### src/design/integer_to_text_formatter_defines.svh
// ============================================================================
// Integer-to-text formatter assertion macros
// Shared concurrent assertion forms, clocked on i_clk and disabled in reset.
// ============================================================================
`ifndef INTEGER_TO_TEXT_FORMATTER_DEFINES_SVH
`define INTEGER_TO_TEXT_FORMATTER_DEFINES_SVH

// Check that a condition holds in the same cycle as its trigger
`define ITF_ASSERT_SAME(label, ante, cons, msg) \
    label: assert property (@(posedge i_clk) disable iff (!i_rst_n) (ante) |-> (cons)) \
        else $error(msg);

// Check that a condition holds in the cycle after its trigger
`define ITF_ASSERT_NEXT(label, ante, cons, msg) \
    label: assert property (@(posedge i_clk) disable iff (!i_rst_n) (ante) |=> (cons)) \
        else $error(msg);

`endif

### src/design/itf_pkg.sv
// ============================================================================
// Integer-to-text formatter package
// Shared constants, register indexes, ASCII codes and digit array control types.
// ============================================================================
`default_nettype none

package itf_pkg;

    // Fixed field widths
    localparam int NUM_W      = 64;
    localparam int LEN_W      = 10;
    localparam int CFG_IDX_W  = 3;
    localparam int CFG_DATA_W = 7;
    localparam int OUT_CAP    = 64;

    // Configuration register indexes
    localparam logic [CFG_IDX_W-1:0] REG_RADIX        = 3'd0;
    localparam logic [CFG_IDX_W-1:0] REG_FIELD_WIDTH  = 3'd1;
    localparam logic [CFG_IDX_W-1:0] REG_MIN_DIGITS   = 3'd2;
    localparam logic [CFG_IDX_W-1:0] REG_OUTPUT_LIMIT = 3'd3;
    localparam logic [CFG_IDX_W-1:0] REG_FORMAT_FLAGS = 3'd4;

    // Flag bit positions
    localparam int FLG_UNSIGNED = 0;
    localparam int FLG_PLUS     = 1;
    localparam int FLG_SPACE    = 2;
    localparam int FLG_PREFIX   = 3;
    localparam int FLG_UPPER    = 4;
    localparam int FLG_ZERO     = 5;
    localparam int FLG_LEFT     = 6;

    // Radix limits and special bases
    localparam logic [4:0] BASE_MIN = 5'd2;
    localparam logic [4:0] BASE_MAX = 5'd16;
    localparam logic [4:0] BASE_OCT = 5'd8;
    localparam logic [4:0] BASE_HEX = 5'd16;

    // ASCII codes
    localparam logic [7:0] CH_SPACE = 8'h20;
    localparam logic [7:0] CH_PLUS  = 8'h2B;
    localparam logic [7:0] CH_MINUS = 8'h2D;
    localparam logic [7:0] CH_ZERO  = 8'h30;
    localparam logic [7:0] CH_A_UP  = 8'h41;
    localparam logic [7:0] CH_A_LO  = 8'h61;
    localparam logic [7:0] CH_X_UP  = 8'h58;
    localparam logic [7:0] CH_X_LO  = 8'h78;

    // Digit array operations
    typedef enum logic [2:0] {
        ARR_HOLD,
        ARR_CLEAR,
        ARR_CONV,
        ARR_FLUSH,
        ARR_SHIFT
    } t_arr_op;

    typedef struct packed {
        t_arr_op op;
        logic    bit_in;
    } t_arr_ctrl;

    typedef struct packed {
        logic       carry_pending;
        logic       overflow;
        logic [3:0] top_digit;
    } t_arr_stat;

    // Map one digit value to its ASCII character
    function automatic logic [7:0] digit_char(input logic [3:0] d, input logic upper);
        logic [7:0] v;
        v = {4'b0000, d};
        if (d < 4'd10) begin
            return CH_ZERO + v;
        end else if (upper) begin
            return CH_A_UP + v - 8'd10;
        end else begin
            return CH_A_LO + v - 8'd10;
        end
    endfunction

endpackage

`default_nettype wire

### src/design/integer_to_text_formatter.sv
// ============================================================================
// Integer-to-text formatter
// Turns one 64-bit integer into printf-style text, one character per beat.
// ============================================================================
// Usage:
//   Pulse start with i_number while busy is low; the number is taken at that
//   edge and busy rises until the last character has been shown. Characters
//   come out on o_text_char / o_char_index / o_last_char, each for exactly
//   one cycle with o_strobe high; o_last_char marks the final one. The
//   receiver cannot stall the stream. Registers are written through
//   i_cfg_valid / o_cfg_ready (always ready) with i_cfg_index and
//   i_cfg_data, by the user only while busy is low; the block does not check.
// Sequence per number:
//   The magnitude is fed bit-serially into the digit row. Pending carries
//   then drain, and leading zero digits are stripped (fewer than MAX_DIGITS
//   of them). The sizing states S_CALC and S_SIZE follow, then one character
//   per cycle is emitted, each shown the cycle after it is picked. Busy
//   falls while the last character is shown, so the next number can be
//   taken in that cycle. With an output limit of zero no beat is emitted.
// Reset:
//   Registers return to radix 10, width 0, digits 0, limit 64, flags 0;
//   any number in progress is dropped.
// ============================================================================
`default_nettype none

`include "integer_to_text_formatter_defines.svh"

module integer_to_text_formatter #(
    parameter int MAX_DIGITS = 64
) (
    input  wire logic                            i_clk,
    input  wire logic                            i_rst_n,
    input  wire logic                            start,
    output      logic                            busy,
    input  wire logic signed [itf_pkg::NUM_W-1:0] i_number,
    input  wire logic                            i_cfg_valid,
    output      logic                            o_cfg_ready,
    input  wire logic [itf_pkg::CFG_IDX_W-1:0]   i_cfg_index,
    input  wire logic [itf_pkg::CFG_DATA_W-1:0]  i_cfg_data,
    output      logic                            o_strobe,
    output      logic [7:0]                      o_text_char,
    output      logic [5:0]                      o_char_index,
    output      logic                            o_last_char
);

    localparam int CNT_W = $clog2(MAX_DIGITS + 1);
    localparam int BIT_W = $clog2(itf_pkg::NUM_W);
    localparam int LW    = itf_pkg::LEN_W;

    typedef enum logic [6:0] {
        S_IDLE  = 7'b0000001,
        S_CONV  = 7'b0000010,
        S_FLUSH = 7'b0000100,
        S_SCAN  = 7'b0001000,
        S_CALC  = 7'b0010000,
        S_SIZE  = 7'b0100000,
        S_EMIT  = 7'b1000000
    } t_state;

    // Configuration registers
    logic [4:0] r_radix;
    logic [6:0] r_field_width;
    logic [6:0] r_min_digits;
    logic [6:0] r_output_limit;
    logic [6:0] r_flags;

    // Control
    t_state                   r_state;
    logic [BIT_W-1:0]         r_bit_cnt;
    logic [CNT_W-1:0]         r_scan_cnt;
    logic [6:0]               r_k;
    logic [6:0]               r_n_emit;

    // Per-number payload
    logic [itf_pkg::NUM_W-1:0] r_mag;
    logic                      r_sign_len;
    logic [7:0]                r_sign_char;
    logic [1:0]                r_pl;
    logic [CNT_W-1:0]          r_place;
    logic [LW-1:0]             r_zero_cnt;
    logic [LW-1:0]             r_space_cnt;
    logic [LW-1:0]             r_b1;
    logic [LW-1:0]             r_b2;
    logic [LW-1:0]             r_b3;
    logic [LW-1:0]             r_b4;
    logic [LW-1:0]             r_b5;

    // Output beat
    logic       r_strobe;
    logic [7:0] r_char;
    logic [5:0] r_idx;
    logic       r_last;

    logic                 w_accept;
    logic [4:0]           w_base;
    logic                 w_neg;
    logic                 w_upper;
    logic                 w_left;
    itf_pkg::t_arr_ctrl   w_ctrl;
    itf_pkg::t_arr_stat   w_stat;

    logic [6:0]           w_place7;
    logic [6:0]           w_widest;
    logic signed [LW-1:0] w_zp;
    logic signed [LW-1:0] w_sp;
    logic signed [LW-1:0] w_zp_fix;
    logic signed [LW-1:0] w_sp_fix;

    logic [LW-1:0]        w_b1;
    logic [LW-1:0]        w_b2;
    logic [LW-1:0]        w_b3;
    logic [LW-1:0]        w_b4;
    logic [LW-1:0]        w_b5;
    logic [LW-1:0]        w_total;
    logic [6:0]           w_olim;
    logic [6:0]           w_n_emit;

    logic [LW-1:0]        w_k;
    logic [7:0]           w_char;
    logic                 w_in_digits;
    logic                 w_last;
    logic                 w_scan_go;

    assign busy        = (r_state != S_IDLE);
    assign o_cfg_ready = 1'b1;
    assign w_accept    = start && !busy;
    assign w_upper     = r_flags[itf_pkg::FLG_UPPER];
    assign w_left      = r_flags[itf_pkg::FLG_LEFT];

    // Clamp the radix into its legal range
    always_comb begin
        if (r_radix < itf_pkg::BASE_MIN) begin
            w_base = itf_pkg::BASE_MIN;
        end else if (r_radix > itf_pkg::BASE_MAX) begin
            w_base = itf_pkg::BASE_MAX;
        end else begin
            w_base = r_radix;
        end
    end

    assign w_neg = !r_flags[itf_pkg::FLG_UNSIGNED] && i_number[itf_pkg::NUM_W-1];

    // Write configuration registers
    always_ff @(posedge i_clk) begin
        if (!i_rst_n) begin
            r_radix        <= 5'd10;
            r_field_width  <= 7'd0;
            r_min_digits   <= 7'd0;
            r_output_limit <= 7'd64;
            r_flags        <= 7'd0;
        end else if (i_cfg_valid && o_cfg_ready) begin
            case (i_cfg_index)
                itf_pkg::REG_RADIX:        r_radix        <= i_cfg_data[4:0];
                itf_pkg::REG_FIELD_WIDTH:  r_field_width  <= i_cfg_data;
                itf_pkg::REG_MIN_DIGITS:   r_min_digits   <= i_cfg_data;
                itf_pkg::REG_OUTPUT_LIMIT: r_output_limit <= i_cfg_data;
                itf_pkg::REG_FORMAT_FLAGS: r_flags        <= i_cfg_data;
                default: begin
                end
            endcase
        end
    end

    // Pad amounts from the digit count
    assign w_place7 = 7'(r_place);
    assign w_widest = (r_min_digits > w_place7) ? r_min_digits : w_place7;

    always_comb begin
        w_zp = $signed(LW'(r_min_digits)) - $signed(LW'(w_place7));
        w_sp = $signed(LW'(r_field_width)) - $signed(LW'(w_widest))
             - $signed(LW'(r_sign_len)) - $signed(LW'(r_pl));
        if (r_flags[itf_pkg::FLG_ZERO]) begin
            w_zp_fix = ((w_zp < 0) ? $signed(LW'(0)) : w_zp) + w_sp;
            w_sp_fix = '0;
        end else begin
            w_zp_fix = w_zp;
            w_sp_fix = w_sp;
        end
    end

    // Segment boundaries and emitted length
    assign w_b1    = w_left ? '0 : r_space_cnt;
    assign w_b2    = w_b1 + LW'(r_sign_len);
    assign w_b3    = w_b2 + LW'(r_pl);
    assign w_b4    = w_b3 + r_zero_cnt;
    assign w_b5    = w_b4 + LW'(r_place);
    assign w_total = w_b5 + (w_left ? r_space_cnt : '0);
    assign w_olim  = (r_output_limit > 7'(itf_pkg::OUT_CAP)) ? 7'(itf_pkg::OUT_CAP)
                                                            : r_output_limit;
    assign w_n_emit = (w_total < LW'(w_olim)) ? w_total[6:0] : w_olim;

    // Pick the character at the current position
    assign w_k = LW'(r_k);
    always_comb begin
        w_in_digits = 1'b0;
        if (w_k < r_b1) begin
            w_char = itf_pkg::CH_SPACE;
        end else if (w_k < r_b2) begin
            w_char = r_sign_char;
        end else if (w_k < r_b3) begin
            if (w_k == r_b2) begin
                w_char = itf_pkg::CH_ZERO;
            end else begin
                w_char = w_upper ? itf_pkg::CH_X_UP : itf_pkg::CH_X_LO;
            end
        end else if (w_k < r_b4) begin
            w_char = itf_pkg::CH_ZERO;
        end else if (w_k < r_b5) begin
            w_char      = itf_pkg::digit_char(w_stat.top_digit, w_upper);
            w_in_digits = 1'b1;
        end else begin
            w_char = itf_pkg::CH_SPACE;
        end
    end

    assign w_last    = (r_k == (r_n_emit - 7'd1));
    assign w_scan_go = !w_stat.overflow && (w_stat.top_digit == 4'd0)
                       && (r_scan_cnt != CNT_W'(MAX_DIGITS - 1));

    // Drive the digit row
    always_comb begin
        w_ctrl.op     = itf_pkg::ARR_HOLD;
        w_ctrl.bit_in = r_mag[itf_pkg::NUM_W-1];
        case (r_state)
            S_IDLE:  if (w_accept) w_ctrl.op = itf_pkg::ARR_CLEAR;
            S_CONV:  w_ctrl.op = itf_pkg::ARR_CONV;
            S_FLUSH: if (w_stat.carry_pending) w_ctrl.op = itf_pkg::ARR_FLUSH;
            S_SCAN:  if (w_scan_go) w_ctrl.op = itf_pkg::ARR_SHIFT;
            S_EMIT:  if (w_in_digits) w_ctrl.op = itf_pkg::ARR_SHIFT;
            default: w_ctrl.op = itf_pkg::ARR_HOLD;
        endcase
    end

    itf_digit_array #(
        .MAX_DIGITS (MAX_DIGITS)
    ) u_digits (
        .i_clk  (i_clk),
        .i_ctrl (w_ctrl),
        .i_base (w_base),
        .o_stat (w_stat)
    );

    // Sequence one number
    always_ff @(posedge i_clk) begin
        if (!i_rst_n) begin
            r_state  <= S_IDLE;
            r_strobe <= 1'b0;
        end else begin
            r_strobe <= 1'b0;
            case (r_state)
                S_IDLE: begin
                    if (w_accept) begin
                        r_state <= S_CONV;
                    end
                end
                S_CONV: begin
                    if (r_bit_cnt == BIT_W'(itf_pkg::NUM_W - 1)) begin
                        r_state <= S_FLUSH;
                    end
                end
                S_FLUSH: begin
                    if (!w_stat.carry_pending) begin
                        r_state <= S_SCAN;
                    end
                end
                S_SCAN: begin
                    if (!w_scan_go) begin
                        r_state <= S_CALC;
                    end
                end
                S_CALC: begin
                    r_state <= S_SIZE;
                end
                S_SIZE: begin
                    r_state <= (w_n_emit == 7'd0) ? S_IDLE : S_EMIT;
                end
                S_EMIT: begin
                    r_strobe <= 1'b1;
                    if (w_last) begin
                        r_state <= S_IDLE;
                    end
                end
                default: begin
                    r_state <= S_IDLE;
                end
            endcase
        end
    end

    // Counters and per-number payload
    always_ff @(posedge i_clk) begin
        case (r_state)
            S_IDLE: begin
                if (w_accept) begin
                    r_bit_cnt   <= '0;
                    r_mag       <= w_neg ? (itf_pkg::NUM_W'(0) - i_number) : i_number;
                    r_sign_len  <= 1'b0;
                    r_sign_char <= itf_pkg::CH_SPACE;
                    if (w_neg) begin
                        r_sign_len  <= 1'b1;
                        r_sign_char <= itf_pkg::CH_MINUS;
                    end else if (!r_flags[itf_pkg::FLG_UNSIGNED]) begin
                        if (r_flags[itf_pkg::FLG_PLUS]) begin
                            r_sign_len  <= 1'b1;
                            r_sign_char <= itf_pkg::CH_PLUS;
                        end else if (r_flags[itf_pkg::FLG_SPACE]) begin
                            r_sign_len  <= 1'b1;
                        end
                    end
                    r_pl <= 2'd0;
                    if (r_flags[itf_pkg::FLG_PREFIX]) begin
                        if (w_base == itf_pkg::BASE_HEX) begin
                            r_pl <= 2'd2;
                        end else if (w_base == itf_pkg::BASE_OCT) begin
                            r_pl <= 2'd1;
                        end
                    end
                end
            end
            S_CONV: begin
                // Feed the magnitude MSB first
                r_mag     <= {r_mag[itf_pkg::NUM_W-2:0], 1'b0};
                r_bit_cnt <= r_bit_cnt + BIT_W'(1);
                r_scan_cnt <= '0;
            end
            S_SCAN: begin
                if (w_scan_go) begin
                    r_scan_cnt <= r_scan_cnt + CNT_W'(1);
                end else begin
                    r_place <= CNT_W'(MAX_DIGITS) - r_scan_cnt;
                end
            end
            S_CALC: begin
                r_zero_cnt  <= (w_zp_fix < 0) ? '0 : LW'(w_zp_fix);
                r_space_cnt <= (w_sp_fix < 0) ? '0 : LW'(w_sp_fix);
            end
            S_SIZE: begin
                r_b1     <= w_b1;
                r_b2     <= w_b2;
                r_b3     <= w_b3;
                r_b4     <= w_b4;
                r_b5     <= w_b5;
                r_n_emit <= w_n_emit;
                r_k      <= '0;
            end
            S_EMIT: begin
                r_k    <= r_k + 7'd1;
                r_char <= w_char;
                r_idx  <= r_k[5:0];
                r_last <= w_last;
            end
            default: begin
            end
        endcase
    end

    assign o_strobe     = r_strobe;
    assign o_text_char  = r_char;
    assign o_char_index = r_idx;
    assign o_last_char  = r_last;

    // Assertions
    `ITF_ASSERT_NEXT(a_start_busy, start && !busy, busy,
        "accepted number did not raise busy")
    `ITF_ASSERT_SAME(a_last_idle, o_strobe && o_last_char, !busy,
        "still busy after the last character")
    `ITF_ASSERT_NEXT(a_beat_run, o_strobe && !o_last_char,
        o_strobe && (o_char_index == 6'($past(o_char_index) + 6'd1)),
        "character stream broke before the last character")
    `ITF_ASSERT_SAME(a_strobe_src, o_strobe, $past(r_state == S_EMIT),
        "character shown outside emission")

endmodule

`default_nettype wire

### src/design/itf_digit_array.sv
// ============================================================================
// Digit array
// Row of radix digit cells in carry-save form: doubles and adds one input bit
// per cycle, drains pending carries, shifts digits toward the top, and clears.
// ============================================================================
`default_nettype none

module itf_digit_array #(
    parameter int MAX_DIGITS = 64
) (
    input  wire logic              i_clk,
    input  wire itf_pkg::t_arr_ctrl i_ctrl,
    input  wire logic [4:0]        i_base,
    output itf_pkg::t_arr_stat     o_stat
);

    logic [3:0] r_dig [MAX_DIGITS];
    logic [1:0] r_car [MAX_DIGITS];
    logic       r_ovf;

    logic [1:0] w_quo [MAX_DIGITS];
    logic [3:0] w_rem [MAX_DIGITS];
    logic       w_dbl;
    logic       w_bin;
    logic       w_any_car;
    logic [5:0] w_base1;
    logic [5:0] w_base2;

    assign w_dbl   = (i_ctrl.op == itf_pkg::ARR_CONV);
    assign w_bin   = w_dbl && (i_base == itf_pkg::BASE_MIN);
    assign w_base1 = {1'b0, i_base};
    assign w_base2 = {i_base, 1'b0};

    // Per cell: digit plus pending carry, doubled plus input bit (cell 0 only) if converting
    for (genvar gi = 0; gi < MAX_DIGITS; gi++) begin : g_cell
        logic [4:0] w_acc;
        logic [5:0] w_sum;
        logic       w_in;
        logic [5:0] w_sub;

        assign w_in  = (gi == 0) ? i_ctrl.bit_in : 1'b0;
        assign w_acc = {1'b0, r_dig[gi]} + {3'b000, r_car[gi]};
        assign w_sum = w_dbl ? {w_acc, w_in} : {1'b0, w_acc};

        always_comb begin
            if (w_sum >= w_base2) begin
                w_quo[gi] = 2'd2;
                w_sub     = w_base2;
            end else if (w_sum >= w_base1) begin
                w_quo[gi] = 2'd1;
                w_sub     = w_base1;
            end else begin
                w_quo[gi] = 2'd0;
                w_sub     = 6'd0;
            end
        end

        assign w_rem[gi] = 4'(w_sum - w_sub);
    end

    // Flag any carry still in flight
    always_comb begin
        w_any_car = 1'b0;
        for (int i = 0; i < MAX_DIGITS; i++) begin
            w_any_car = w_any_car | (r_car[i] != 2'd0);
        end
    end

    // Update the row
    always_ff @(posedge i_clk) begin
        case (i_ctrl.op)
            itf_pkg::ARR_CLEAR: begin
                for (int i = 0; i < MAX_DIGITS; i++) begin
                    r_dig[i] <= '0;
                    r_car[i] <= '0;
                end
                r_ovf <= 1'b0;
            end
            itf_pkg::ARR_CONV, itf_pkg::ARR_FLUSH: begin
                if (w_bin) begin
                    // Base two: digits are the bits themselves
                    r_dig[0] <= {3'b000, i_ctrl.bit_in};
                    for (int i = 1; i < MAX_DIGITS; i++) begin
                        r_dig[i] <= r_dig[i-1];
                    end
                    r_ovf <= r_ovf | (r_dig[MAX_DIGITS-1] != 4'd0);
                end else begin
                    r_car[0] <= '0;
                    for (int i = 0; i < MAX_DIGITS; i++) begin
                        r_dig[i] <= w_rem[i];
                    end
                    for (int i = 1; i < MAX_DIGITS; i++) begin
                        r_car[i] <= w_quo[i-1];
                    end
                    r_ovf <= r_ovf | (w_quo[MAX_DIGITS-1] != 2'd0);
                end
            end
            itf_pkg::ARR_SHIFT: begin
                r_dig[0] <= '0;
                for (int i = 1; i < MAX_DIGITS; i++) begin
                    r_dig[i] <= r_dig[i-1];
                end
            end
            default: begin
            end
        endcase
    end

    assign o_stat.carry_pending = w_any_car;
    assign o_stat.overflow      = r_ovf;
    assign o_stat.top_digit     = r_dig[MAX_DIGITS-1];

endmodule

`default_nettype wire

### config.mk
export PLATFORM = sky130hd
export DESIGN_NAME = integer_to_text_formatter
export DESIGN_NICKNAME = d
export VERILOG_FILES = /design/src/design/itf_pkg.sv /design/src/design/integer_to_text_formatter.sv /design/src/design/itf_digit_array.sv
export VERILOG_INCLUDE_DIRS = /design/src /design/src/design
export SDC_FILE = /design/constraint.sdc
export NUM_CORES = 2
export LEC_CHECK = 0
export ABC_AREA = 1
export ABC_CLOCK_PERIOD_IN_PS = 11900
export BUFFER_PORTS_ARGS = -buffer_cell sky130_fd_sc_hd__buf_2
export CORE_MARGIN = 3
export CORE_UTILIZATION = 55
export CTS_CLUSTER_DIAMETER = 60
export DETAILED_ROUTE_END_ITERATION = 16
export GPL_TIMING_DRIVEN = 1
export HOLD_SLACK_MARGIN = 0.03
export PLACE_DENSITY = 0.81
export SLEW_MARGIN = 10
export SYNTH_ARGS = -nofsm -noshare
export SYNTH_HDL_FRONTEND = slang
export SYNTH_SLANG_ARGS = --single-unit
### constraint.sdc
create_clock -name i_clk -period 11.9 [get_ports i_clk]
set_input_delay 1.785 -clock i_clk [delete_from_list [all_inputs] [get_ports i_clk]]
set_output_delay 1.785 -clock i_clk [all_outputs]
set_load 0.02 [all_outputs]
==> flow_metrics.tcl <==
set metrics [dict create \
    outcome "finished, final reports clean" \
    via_count 53680 \
    start_kind "flip-flop" \
    yosysUniqueCellTypes 66 \
    postSynthAreaPerCell_um2 8.20 \
    first_pass_grt_wire_length_mm 264 \
    worst_path_dominant_cell_family "adder cells" \
    worstPathMaxFanout 18 \
    worstRegToRegCells 40 \
    critPathCaptureType "flip-flop" \
    grt_met1_usage_pct 35.3 \
    critPathKind "flip-flop to flip-flop" \
    area_delta_synth_final_pct 7.07 \
    transition_time_of_the_tightest_slew_check_pin_ps 1100 \
    antenna-diode-count 0 \
    power_density_nw_per_um2 213 \
    gr-total-overflow 0 \
    cp.depth 40 \
    dpl_worst_slack_ps 4510 \
    number_of_enable_flip_flop_cells_after_synthesis 568 \
    fmax_ghz 0.134 \
    synth_area_leader_cell "sky130_fd_sc_hd__edfxtp_1" \
    worstSkewPairLatency_ps 660 \
    routed_wire_length_per_instance_um 17.9 \
    p_leak_nw 31.4 \
    detail_route.vias_per_cell 5.94 \
    ys_seq_area_share_pct 29.1 \
    slowest_delay_ps 800 \
    layout_worst_path_cycle_share_pct 62.6 \
    die_area_um2 116000 \
    largest_net_degree_at_the_start_of_global_routing 196 \
    port_buffers 93 \
    finish.net_count 8755 \
    buffers_from_clock_root_to_sink_at_most 3 \
    cp-endpoint "r_state[0]" \
    critical_path_required_ps 12440 \
    routed_wl_mm 161 \
    core.rowCount 122 \
    cts_hold_buf 0 \
    synth.top_cells.by_area "sky130_fd_sc_hd__edfxtp_1 28%, sky130_fd_sc_hd__ha_1 21%, sky130_fd_sc_hd__nand2_1 8.1%, sky130_fd_sc_hd__o21ai_0 5.6%, sky130_fd_sc_hd__inv_1 5.3%" \
    drcViolationCount 0 \
    cap_violations 0 \
    met2_usage_pct 47.2 \
    syn_inst 7521 \
    final_critical_path_setup_slack_ps 4450 \
    clock_tree.root_cell "sky130_fd_sc_hd__clkbuf_16" \
    postCtsSetupBuffers 0 \
    die_width_um 341 \
    route.antenna.remaining_nets 0 \
    clock_tree.htree_level_count 3 \
    min_path_type "flip-flop to flip-flop" \
    cts_resized 0 \
    report.final.slew_viol_count 0 \
    worstReg2RegEnd "r_state[0]" \
    critPathBufInv 6 \
    clk_transition_reported_paths_ps 60 \
    design_power_total_mw 14.0 \
    worstSetupStartpoint "r_flags[6]" \
    worst_r2r_startpoint "r_flags[6]" \
    yosys_register_bits 612 \
    drt_first_pass_iters 6 \
    grt_antenna_before_repair 0 \
    final.min_clock_period_ps 7450 \
    clkSinkCount 612 \
    synth_top_area_share_pct 27.7 \
    design.portCount 96 \
    gp_routability_congestion 0.912 \
    cts_tree "done" \
    first_iter_violations 4360 \
    yosys_warnings 0 \
    area_of_the_core_um2 111000 \
    fin_setup_tns_ps 0 \
    dp_hpwl_mm 109 \
    gr-usage-met3_pct 3.17 \
    die_height_um 341 \
    grt_pass1_vias 52831 \
    synth-async-reset-ratio_pct 0 \
    ys.flop_type "sky130_fd_sc_hd__edfxtp_1" \
    crit_top_cell "sky130_fd_sc_hd__nand2_1" \
    drive_gt1_share_pct 4.61 \
    critical_path_arrival_ps 7980 \
    timing_hold_violations_final 0 \
    numCtsBuffers 77 \
    busiest_layer "met2" \
    floorplan.initialDensity_pct 55.6 \
    critPathSlowestCell "sky130_fd_sc_hd__dfxtp_1" \
    max-vdd-ir-drop_mv 0.118 \
    finalClockSkew_ps 32.6 \
    max_slew_margin_pct 26.6 \
    reg2reg_setup_slack_ps 4450 \
    rsz0062_at_grt "no" \
    final-setup-viol-count 0 \
    grt_use_total_pct 27.3 \
    syn_area_um2 61700 \
    final_core_utilization_pct 59.5 \
]
-- tightest hold or removal path, cell delays in order (launching register included) --
cell,delay (ps)
sky130_fd_sc_hd__dfxtp_1,290
sky130_fd_sc_hd__inv_1,70
sky130_fd_sc_hd__a21oi_1,60
-- Yosys cell counts, types with 74 or more instances --
library cell,number
sky130_fd_sc_hd__ha_1,1053
sky130_fd_sc_hd__nor3_1,89
sky130_fd_sc_hd__edfxtp_1,568
sky130_fd_sc_hd__o22ai_1,118
sky130_fd_sc_hd__nand2_1,1338
sky130_fd_sc_hd__o21ai_0,690
sky130_fd_sc_hd__fa_1,136
sky130_fd_sc_hd__a21oi_1,495
sky130_fd_sc_hd__nor2_1,661
sky130_fd_sc_hd__o21a_1,74
sky130_fd_sc_hd__nand3_1,256
sky130_fd_sc_hd__xor2_1,338
sky130_fd_sc_hd__inv_1,870
sky130_fd_sc_hd__clkbuf_1,169
-- cell type report --
class	instances	area [um2]
Multi-Input combinational cell	5782	39500
Timing Repair Buffer	133	791
Clock inverter	56	589
Inverter	882	3360
Fill cell	9257	44900
Sequential cell	612	17900
Tap cell	1488	1860
Clock buffer	88	1990
-- cells by family after synthesis --
logic type	count (synthesis)	share of synthesized area (%)
compound gates	1676	15.5
xor+xnor	409	5.81
fa+ha+maj	1189	25.8
buf+inv	1130	7.03
flops	612	29.1
mux	1	0.0162
other cells	2	0.0122
simple gates	2502	16.8
-- cells in the final DEF (no fill, tap or decap), types with 30 or more instances in the layout --
| cell type | count |
|---|---|
| sky130_fd_sc_hd__nand2_1 | 1332 |
| sky130_fd_sc_hd__ha_1 | 1053 |
| sky130_fd_sc_hd__inv_1 | 867 |
| sky130_fd_sc_hd__o21ai_0 | 690 |
| sky130_fd_sc_hd__nor2_1 | 660 |
| sky130_fd_sc_hd__edfxtp_1 | 568 |
| sky130_fd_sc_hd__a21oi_1 | 493 |
| sky130_fd_sc_hd__xor2_1 | 338 |
| sky130_fd_sc_hd__nand3_1 | 256 |
| sky130_fd_sc_hd__fa_1 | 136 |
| sky130_fd_sc_hd__o22ai_1 | 118 |
| sky130_fd_sc_hd__buf_2 | 93 |
| sky130_fd_sc_hd__nor3_1 | 89 |
| sky130_fd_sc_hd__clkbuf_16 | 77 |
| sky130_fd_sc_hd__o21a_1 | 74 |
| sky130_fd_sc_hd__xnor2_1 | 71 |
| sky130_fd_sc_hd__a21boi_0 | 65 |
| sky130_fd_sc_hd__a22oi_1 | 64 |
| sky130_fd_sc_hd__a2111oi_0 | 60 |
| sky130_fd_sc_hd__nor4_1 | 51 |
| sky130_fd_sc_hd__dfxtp_1 | 44 |
| sky130_fd_sc_hd__buf_4 | 38 |
| sky130_fd_sc_hd__nand4_1 | 31 |
| sky130_fd_sc_hd__a22o_1 | 30 |
-- state kept, by name, summed over array words and instances (netlist names), 7 cells and up --
name / count
r_b2: 10
r_b3: 10
r_min_digits: 7
r_b1: 10
r_b5: 10
o_text_char: 7
r_flags: 7
u_digits.r_dig: 256
u_digits.r_car: 126
r_zero_cnt: 10
r_n_emit: 7
r_output_limit: 7
r_space_cnt: 10
r_place: 7
r_k: 7
r_field_width: 7
r_mag: 64
r_scan_cnt: 7
r_b4: 10
r_state: 7
-- report_power, final --
group | internal, mW | switching, mW
clock | 1.38 | 1.04
combinational | 3.19 | 5.08
sequential | 2.97 | 0.388
-- per-layer routing --
layer,vias up,wire [um]
met2,2172,76500
met3,381,13500
li1,25840,-
met5,-,0
met1,25287,66400
met4,0,5030
-- worst min-delay path by stage --
| stage | cells past startpoint | end | slack [ps] | start |
|---|---|---|---|---|
| final | 2 | r_field_width[0] | 470 | r_field_width[0] |
| after global routing | 2 | u_digits.r_dig[0][2] | 490 | u_digits.r_dig[0][2] |
| after CTS | 2 | u_digits.r_dig[0][2] | 470 | u_digits.r_dig[0][2] |
| after detailed placement | 2 | u_digits.r_dig[0][2] | 460 | u_digits.r_dig[0][2] |
| after global placement | 2 | r_flags[2] | 460 | r_flags[2] |
| after floorplan | 2 | r_flags[2] | 430 | r_flags[2] |
-- per-stage QoR --
step	hold slack (ps)	area [um2]	std cells
after detailed placement	462	63500	8897
after floorplan	430	61700	7524
after global placement	458	63500	8897
final	473	66000	9041
after CTS	470	66000	9041
after global routing	487	66000	9041
No activity file was read; power rests on OpenSTA's default activity.
